<file path="src/rtl/e1fah_pkg.sv">
// e1fah_pkg: constants, register indexes and shared types for the e1 frame alignment hunt
// no dependencies; imported by e1fah_align and e1_frame_alignment_hunt
`timescale 1ns / 1ps

package e1fah_pkg;

    localparam int WORDS_PER_BUFFER = 256;
    localparam int BUFFERS          = 4;
    localparam int FRAME_BITS       = 256;

    localparam int WORD_W       = 32;
    localparam int OCTET_W      = 8;
    localparam int FAS_W        = 7;
    localparam int OFFSET_W     = $clog2(FRAME_BITS);
    localparam int WCNT_W       = $clog2(WORDS_PER_BUFFER);
    localparam int BUF_W        = (BUFFERS > 1) ? $clog2(BUFFERS) : 1;
    localparam int CHECK_STRIDE = FRAME_BITS / 16;
    localparam int STRIDE_W     = $clog2(CHECK_STRIDE);
    localparam int CFG_IDX_W    = 2;
    localparam int CFG_DATA_W   = 8;

    localparam logic [WCNT_W-1:0] LAST_WORD   = WCNT_W'(WORDS_PER_BUFFER - 1);
    localparam logic [WCNT_W-1:0] HALF_WORD   = WCNT_W'(WORDS_PER_BUFFER / 2);
    localparam logic [BUF_W-1:0]  LAST_BUFFER = BUF_W'(BUFFERS - 1);
    localparam logic [OFFSET_W:0] OFFSET_WRAP = (OFFSET_W + 1)'(FRAME_BITS);

    localparam logic [CFG_IDX_W-1:0] REG_START_OFFSET = 2'd0;
    localparam logic [CFG_IDX_W-1:0] REG_FAS_VALUE    = 2'd1;
    localparam logic [CFG_IDX_W-1:0] REG_FAS_MASK     = 2'd2;

    localparam logic [OFFSET_W-1:0] START_OFFSET_RST = OFFSET_W'(16);
    localparam logic [FAS_W-1:0]    FAS_VALUE_RST    = 7'h1b;
    localparam logic [FAS_W-1:0]    FAS_MASK_RST     = 7'h7f;

    typedef struct packed {
        logic [FAS_W-1:0] fas_value;
        logic [FAS_W-1:0] fas_mask;
    } e1fah_fas_cfg_t;

    typedef struct packed {
        logic                load;
        logic [OFFSET_W-1:0] value;
    } e1fah_offset_load_t;

    typedef struct packed {
        logic                buffer_end;
        logic                slip;
        logic                restart;
        logic [OFFSET_W-1:0] frame_offset;
    } e1fah_status_t;

    function automatic logic [WORD_W-1:0] byte_swap(input logic [WORD_W-1:0] w);
        byte_swap = {w[7:0], w[15:8], w[23:16], w[31:24]};
    endfunction

endpackage

</file>
<file path="src/rtl/e1_frame_alignment_hunt.sv">
// e1_frame_alignment_hunt: top level with config registers, output register and checks
// depends on e1fah_pkg and e1fah_align
`timescale 1ns / 1ps

// Takes one received E1 word per request and returns it byte-reversed together with the
// buffer end flag, slip and restart flags and the frame pulse offset after that word.
// Words are counted in buffers of 256, buffers modulo 4; in buffer 0 the TS0 octet of
// every second frame in the second half is checked against the masked FAS value, and a
// mismatch advances the offset by one on the buffer's last word (255 wraps to 1 with
// restart). A request is accepted every cycle unless a result waits with m_ready low;
// its result enters the output register in the cycle after. Writing start_offset also
// reloads the current offset; write registers only idle.

module e1_frame_alignment_hunt
    import e1fah_pkg::*;
(
    input  logic                  aclk,
    input  logic                  aresetn,

    input  logic                  cfg_wr_en,
    input  logic [CFG_IDX_W-1:0]  cfg_index,
    input  logic [CFG_DATA_W-1:0] cfg_wdata,

    input  logic                  s_valid,
    output logic                  s_ready,
    input  logic [WORD_W-1:0]     s_rx_word,

    output logic                  m_valid,
    input  logic                  m_ready,
    output logic [WORD_W-1:0]     m_swapped_word,
    output logic                  m_buffer_end,
    output logic                  m_slip,
    output logic                  m_restart,
    output logic [OFFSET_W-1:0]   m_frame_offset
);

    logic [FAS_W-1:0]    fas_value_reg;
    logic [FAS_W-1:0]    fas_mask_reg;
    logic                m_valid_reg;
    logic                m_valid_next;
    logic [WORD_W-1:0]   swapped_reg;
    e1fah_status_t       status_reg;

    logic                accept;
    e1fah_fas_cfg_t      fas_cfg;
    e1fah_offset_load_t  offset_load;
    e1fah_status_t       status;

    assign s_ready = !m_valid_reg || m_ready;
    assign accept  = s_valid && s_ready;

    assign fas_cfg.fas_value = fas_value_reg;
    assign fas_cfg.fas_mask  = fas_mask_reg;
    assign offset_load.load  = cfg_wr_en && (cfg_index == REG_START_OFFSET);
    assign offset_load.value = cfg_wdata[OFFSET_W-1:0];

    // config registers
    always_ff @(posedge aclk) begin
        if (!aresetn) begin
            fas_value_reg <= FAS_VALUE_RST;
            fas_mask_reg  <= FAS_MASK_RST;
        end else if (cfg_wr_en) begin
            unique case (cfg_index)
                REG_FAS_VALUE: fas_value_reg <= cfg_wdata[FAS_W-1:0];
                REG_FAS_MASK:  fas_mask_reg  <= cfg_wdata[FAS_W-1:0];
                default: begin
                end
            endcase
        end
    end

    e1fah_align u_align (
        .aclk        (aclk),
        .aresetn     (aresetn),
        .step        (accept),
        .ts0         (s_rx_word[WORD_W-1 -: OCTET_W]),
        .fas_cfg     (fas_cfg),
        .offset_load (offset_load),
        .status      (status)
    );

    always_comb begin
        m_valid_next = m_valid_reg;
        if (accept) begin
            m_valid_next = 1'b1;
        end else if (m_ready) begin
            m_valid_next = 1'b0;
        end
    end

    always_ff @(posedge aclk) begin
        if (!aresetn) begin
            m_valid_reg <= 1'b0;
        end else begin
            m_valid_reg <= m_valid_next;
        end
    end

    // result payload
    always_ff @(posedge aclk) begin
        if (accept) begin
            swapped_reg <= byte_swap(s_rx_word);
            status_reg  <= status;
        end
    end

    assign m_valid        = m_valid_reg;
    assign m_swapped_word = swapped_reg;
    assign m_buffer_end   = status_reg.buffer_end;
    assign m_slip         = status_reg.slip;
    assign m_restart      = status_reg.restart;
    assign m_frame_offset = status_reg.frame_offset;

    a_restart_needs_slip: assert property (@(posedge aclk) disable iff (!aresetn)
        m_valid && m_restart |-> m_slip)
        else $error("restart without slip");

    a_slip_on_buffer_end: assert property (@(posedge aclk) disable iff (!aresetn)
        m_valid && m_slip |-> m_buffer_end)
        else $error("slip away from buffer end");

    a_slip_offset_nonzero: assert property (@(posedge aclk) disable iff (!aresetn)
        m_valid && m_slip |-> m_frame_offset != '0)
        else $error("zero offset after slip");

    a_result_follows_request: assert property (@(posedge aclk) disable iff (!aresetn)
        s_valid && s_ready |=> m_valid)
        else $error("accepted request produced no result");

endmodule

</file>
<file path="src/rtl/e1fah_align.sv">
// e1fah_align: word and buffer counters, fas check latch and frame pulse offset tracking
// depends on e1fah_pkg
`timescale 1ns / 1ps

module e1fah_align
    import e1fah_pkg::*;
(
    input  logic                aclk,
    input  logic                aresetn,
    input  logic                step,
    input  logic [OCTET_W-1:0]  ts0,
    input  e1fah_fas_cfg_t      fas_cfg,
    input  e1fah_offset_load_t  offset_load,
    output e1fah_status_t       status
);

    logic [WCNT_W-1:0]   word_count_reg;
    logic [WCNT_W-1:0]   word_count_next;
    logic [BUF_W-1:0]    buffer_index_reg;
    logic [BUF_W-1:0]    buffer_index_next;
    logic                fas_failed_reg;
    logic                fas_failed_next;
    logic [OFFSET_W-1:0] pulse_offset_reg;
    logic [OFFSET_W-1:0] pulse_offset_next;

    logic                last_word;
    logic                check_word;
    logic                mismatch;
    logic                failed_any;
    logic [OFFSET_W:0]   offset_inc;
    logic                slip;
    logic                restart;

    assign last_word  = (word_count_reg == LAST_WORD);
    assign check_word = (buffer_index_reg == '0) && (word_count_reg >= HALF_WORD)
                        && (word_count_reg[STRIDE_W-1:0] == '0);
    assign mismatch   = (ts0[FAS_W-1:0] & fas_cfg.fas_mask)
                        != (fas_cfg.fas_value & fas_cfg.fas_mask);
    assign failed_any = fas_failed_reg || (check_word && mismatch);
    assign offset_inc = {1'b0, pulse_offset_reg} + (OFFSET_W + 1)'(1);
    assign slip       = last_word && (buffer_index_reg == '0) && failed_any;
    assign restart    = slip && (offset_inc >= OFFSET_WRAP);

    always_comb begin
        word_count_next   = word_count_reg;
        buffer_index_next = buffer_index_reg;
        fas_failed_next   = fas_failed_reg;
        pulse_offset_next = pulse_offset_reg;
        if (step) begin
            if (last_word) begin
                word_count_next   = '0;
                fas_failed_next   = 1'b0;
                buffer_index_next = (buffer_index_reg == LAST_BUFFER) ? '0
                                    : buffer_index_reg + BUF_W'(1);
                if (restart) begin
                    pulse_offset_next = OFFSET_W'(1);
                end else if (slip) begin
                    pulse_offset_next = offset_inc[OFFSET_W-1:0];
                end
            end else begin
                word_count_next = word_count_reg + WCNT_W'(1);
                fas_failed_next = failed_any;
            end
        end
        if (offset_load.load) begin
            pulse_offset_next = offset_load.value;
        end
    end

    always_ff @(posedge aclk) begin
        if (!aresetn) begin
            word_count_reg   <= '0;
            buffer_index_reg <= '0;
            fas_failed_reg   <= 1'b0;
            pulse_offset_reg <= START_OFFSET_RST;
        end else begin
            word_count_reg   <= word_count_next;
            buffer_index_reg <= buffer_index_next;
            fas_failed_reg   <= fas_failed_next;
            pulse_offset_reg <= pulse_offset_next;
        end
    end

    // status of the current request, offset as it stands after this word
    always_comb begin
        status.buffer_end   = last_word;
        status.slip         = slip;
        status.restart      = restart;
        status.frame_offset = restart ? OFFSET_W'(1)
                              : (slip ? offset_inc[OFFSET_W-1:0] : pulse_offset_reg);
    end

endmodule
</file>
<file path="config.mk">
export PLATFORM = sky130hd
export DESIGN_NAME = e1_frame_alignment_hunt
export DESIGN_NICKNAME = d
export VERILOG_FILES = /design/src/rtl/e1fah_pkg.sv /design/src/rtl/e1_frame_alignment_hunt.sv /design/src/rtl/e1fah_align.sv
export SDC_FILE = /design/constraint.sdc
export NUM_CORES = 1
export LEC_CHECK = 0
export ABC_AREA = 1
export CORE_MARGIN = 2
export CORE_UTILIZATION = 40
export DETAILED_ROUTE_END_ITERATION = 8
export DONT_BUFFER_PORTS = 1
export REMOVE_ABC_BUFFERS = 1
export SYNTH_ARGS = -nofsm -noshare
export SYNTH_HDL_FRONTEND = slang
export SYNTH_SLANG_ARGS = --single-unit
</file>
<file path="constraint.sdc">
create_clock -name aclk -period 3.4 [get_ports aclk]
set_input_delay 0.51 -clock aclk [delete_from_list [all_inputs] [get_ports aclk]]
set_output_delay 0.51 -clock aclk [all_outputs]
set_load 0.01 [all_outputs]
</file>
==> metrics.md <==
| Metric | Value |
|---|---|
| Outcome | finished, final reports clean |
| Via density per instance | between 4 and 5 |
| Peak supply drop | 190 µV |
| Final net count | around 390 |
| Chip width | roughly 94 µm |
| Synthesized flop and latch total | 77 |
| Core ar. | 7770 µm² |
| End of the critical path | m_frame_offset[6] |
| Fillers | 756 |
| Final worst-path cycle share | between 50% and 60% |
| Row count | 32 |
| CTS root buf | clkbuf_8 |
| RR Startpoint | u_align.word_count_reg[0] |
| Worst skew pair latency | 340 ps |
| Pre-Repair DR Iteration Count | 4 |
| CP Max Fanout | 9 |
| P&R area growth vs syn | 10.8% |
| Total track usage | between 15 and 20% |
| Clock Pin Slew Worst Setup and Hold Paths | 90 ps |
| Hpwl dp | 4.80 mm |
| Multiplexer share of the synthesized area | 0% |
| Reg area | 1970 µm² |
| PD cells | 536 nW/µm² |
| Die area | approximately 8800 µm² |
| Final std cells w/o fill | 449 |
| Synthesized instance count | 333 |
| RD Place Congestion | about 0.92 |
| Setup tns final | 0 ps |
| CTS H-Tree Depth | 3 |
| Data required time of the worst path | 3500 ps |
| Initial antenna violation count | 0 |
| Wire length per cell | 14.6 µm |
| Post-Synth Simple-Gate Area | 22.3% |
| Cell Area, Synth | 3220 µm² |
| Post-synthesis compound-gate area fraction | under 10% |
| Arr. time, crit path | ~2000 ps |
| Setup repair after global routing missed its margin | false |
| Via count | 2234 |
| Max_cap viols | 0 |
| Die Ht | 93.7 µm |
| Area taken by multi-input logic gates | 1050 µm² |
| Worst Setup End Kind | flop |
| Worst-margin pin slew | 736 ps |
| ANT nets after route | 0 |
| Starting DRT DRC Count | 114 |
| Final hold vios | 0 |
| Clk_skew | 11.8 ps |
| Largest family of logic cells by synthesized area | simple AND/OR/NAND/NOR gates |
| GR peak layer | met2 |
| Dpl cells | 433 |
| Slew Viols, Final | 0 |
| Post-CTS setup buffer count | 0 |
| Max Freq | 0.527 GHz |
| YS warnings | 0 |
| GRT met2 Usage | around a quarter |
| Worst reg2reg endpoint | m_frame_offset[6] |
| Io pins | 92 |
| Ant diodes | 0 |
| Mean area per synthesized cell | between 9 and 10 µm² |
| Xor/xnor share of the synthesized area | 2.45% |
| Leakage | roughly 1.5 nW |
| Max clock buf depth | 2 |
| Critical path class | flop to flop |
| TritonCTS buffer count | 9 |
| Final wirelength | 6.57 mm |
| Pin count of the biggest net entering global routing | 48 |
| Max reg flops | 32 |
| Final setup fails | 0 |
| Startpoint types | flop |
| Clock period minus worst slack | 1900 ps |
| Reg2Reg Depth | 10 |
| Met1 usage | 18.1% |
| Share of post-route cells with drive strength above 1 | 9.80% |
| Register area share after synthesis | 61.3% |
| Hold_ws | 255 ps |
| Post-CTS Resized | 0 |
| Worst Setup SP | u_align.word_count_reg[0] |
| Residual DRC | 0 |
| Met3 GRT Util | around 6.4% |
| First-pass GRT wire length | 10.8 mm |
| Vias in the first global route | 2203 |
| Worst hold-check path type | primary input to flop |
| CTS tree | yes |
| Initial core utilization | 41.4% |
| Post-synthesis cell type count | 28 |
| Synth Area in Adders | 1.95% |
| Post-cts hold buffer count | 0 |
| Worst relative slew slack | 50.7% |
| PortBufs | 0 |
| CTS sink cnt | 77 |
| Flop2flop setup slack | 1500 ps |
| GR Overflow Total | 0 |
## per-stage QoR
| step | utilization, % | setup slack [ps] | power (mW) | cell area [µm²] |
|---|---|---|---|---|
| floorplan | - | 1190 | 1.15 | 3200 |
| global placement | 43.0 | 1520 | 1.18 | 3340 |
| detailed placement | 43.0 | 1440 | 1.18 | 3340 |
| CTS | 45.9 | 1500 | 1.94 | 3560 |
| global route | 45.9 | 1280 | 2.00 | 3560 |
| finish | 45.9 | 1500 | 1.91 | 3560 |
## metal layers
layer,wire (µm),vias up,part of all wire (%)
met5,0,-,0
met4,42,0,0.64
met3,543,4,8.3
met2,3180,79,48
met1,2800,1036,43
li1,-,1115,-
## cell usage in the layout (no fill, tap or decap), drive strengths merged
master | Yosys | final
buf | 0 | 1
a211oi | 1 | 1
dfxtp | 34 | 34
nor2 | 23 | 23
edfxtp | 43 | 43
clkinv | 0 | 3
bufinv | 0 | 2
nand2 | 86 | 86
nand4 | 8 | 8
o21ai | 13 | 13
clkbuf | 3 | 9
clkinvlp | 0 | 1
inv | 49 | 50
or2 | 1 | 1
a21o | 1 | 1
xor2 | 8 | 8
nand3 | 30 | 30
ha | 5 | 5
a21oi | 16 | 16
xnor2 | 1 | 1
o211ai | 4 | 4
nor3 | 7 | 7
## cell families (layout without fill, tap and decap cells)
| kind of cell | count (synthesis) | after routing |
|---|---|---|
| and+or+nand+nor | 155 | 155 |
| DFF | 77 | 77 |
| buffers and inverters | 52 | 66 |
| AOI/OAI and AO/OA | 35 | 35 |
| xor gates and xnor gates | 9 | 9 |
| adders and majority gates | 5 | 5 |
## cell type report
type	instances	share of cell area, %
Sequential cell	77	55.4
Timing Repair Buffer	1	0.211
Inverter	49	5.16
Tap cell	102	3.58
Clock inverter	7	2.77
Clock buffer	9	3.48
Multi-Input combinational cell	204	29.4
## worst min-delay path by stage
| stage | start | endpoint | slack [ps] | cells past startpoint |
|---|---|---|---|---|
| global route | s_rx_word[10] | m_swapped_word[18] | 240 | 0 |
| detailed placement | fas_mask_reg[5] | fas_mask_reg[5] | 460 | 2 |
| global placement | fas_value_reg[5] | fas_value_reg[5] | 450 | 2 |
| floorplan | fas_mask_reg[6] | fas_mask_reg[6] | 440 | 2 |
| CTS | aresetn | fas_mask_reg[1] | 240 | 1 |
| finish | aresetn | fas_mask_reg[2] | 260 | 1 |
## Yosys cell counts, drive strengths merged
library cell | instances | area share, %
a211oi | 1 | 0.23
xnor2 | 1 | 0.27
o21ai | 13 | 2.0
edfxtp | 43 | 40
inv | 49 | 5.7
or2 | 1 | 0.19
clkbuf | 3 | 0.35
xor2 | 8 | 2.2
nand2 | 86 | 10
nor3 | 7 | 1.8
o211ai | 4 | 0.93
nand4 | 8 | 1.8
nand3 | 30 | 4.8
dfxtp | 34 | 21
nor2 | 23 | 3.4
ha | 5 | 1.9
a21o | 1 | 0.23
a21oi | 16 | 2.5
## power by group
| group | switching (mW) | internal [mW] | total [mW] |
|---|---|---|---|
| combinational | 0.0565 | 0.0276 | 0.0841 |
| clock | 0.337 | 0.417 | 0.754 |
| sequential | 0.0377 | 1.03 | 1.07 |
| total | 0.431 | 1.48 | 1.91 |
## critical path, cell delays in order, from the launching register on
cell     delay [ps]
dfxtp_1         390
ha_1            230
nand4_2         170
nor3_4          190
inv_2            90
nor2_8          170
nand2_4         110
inv_2           120
nand2_1          70
nand2_1          70
inv_1            40
Power figures use the tool's default switching activity.
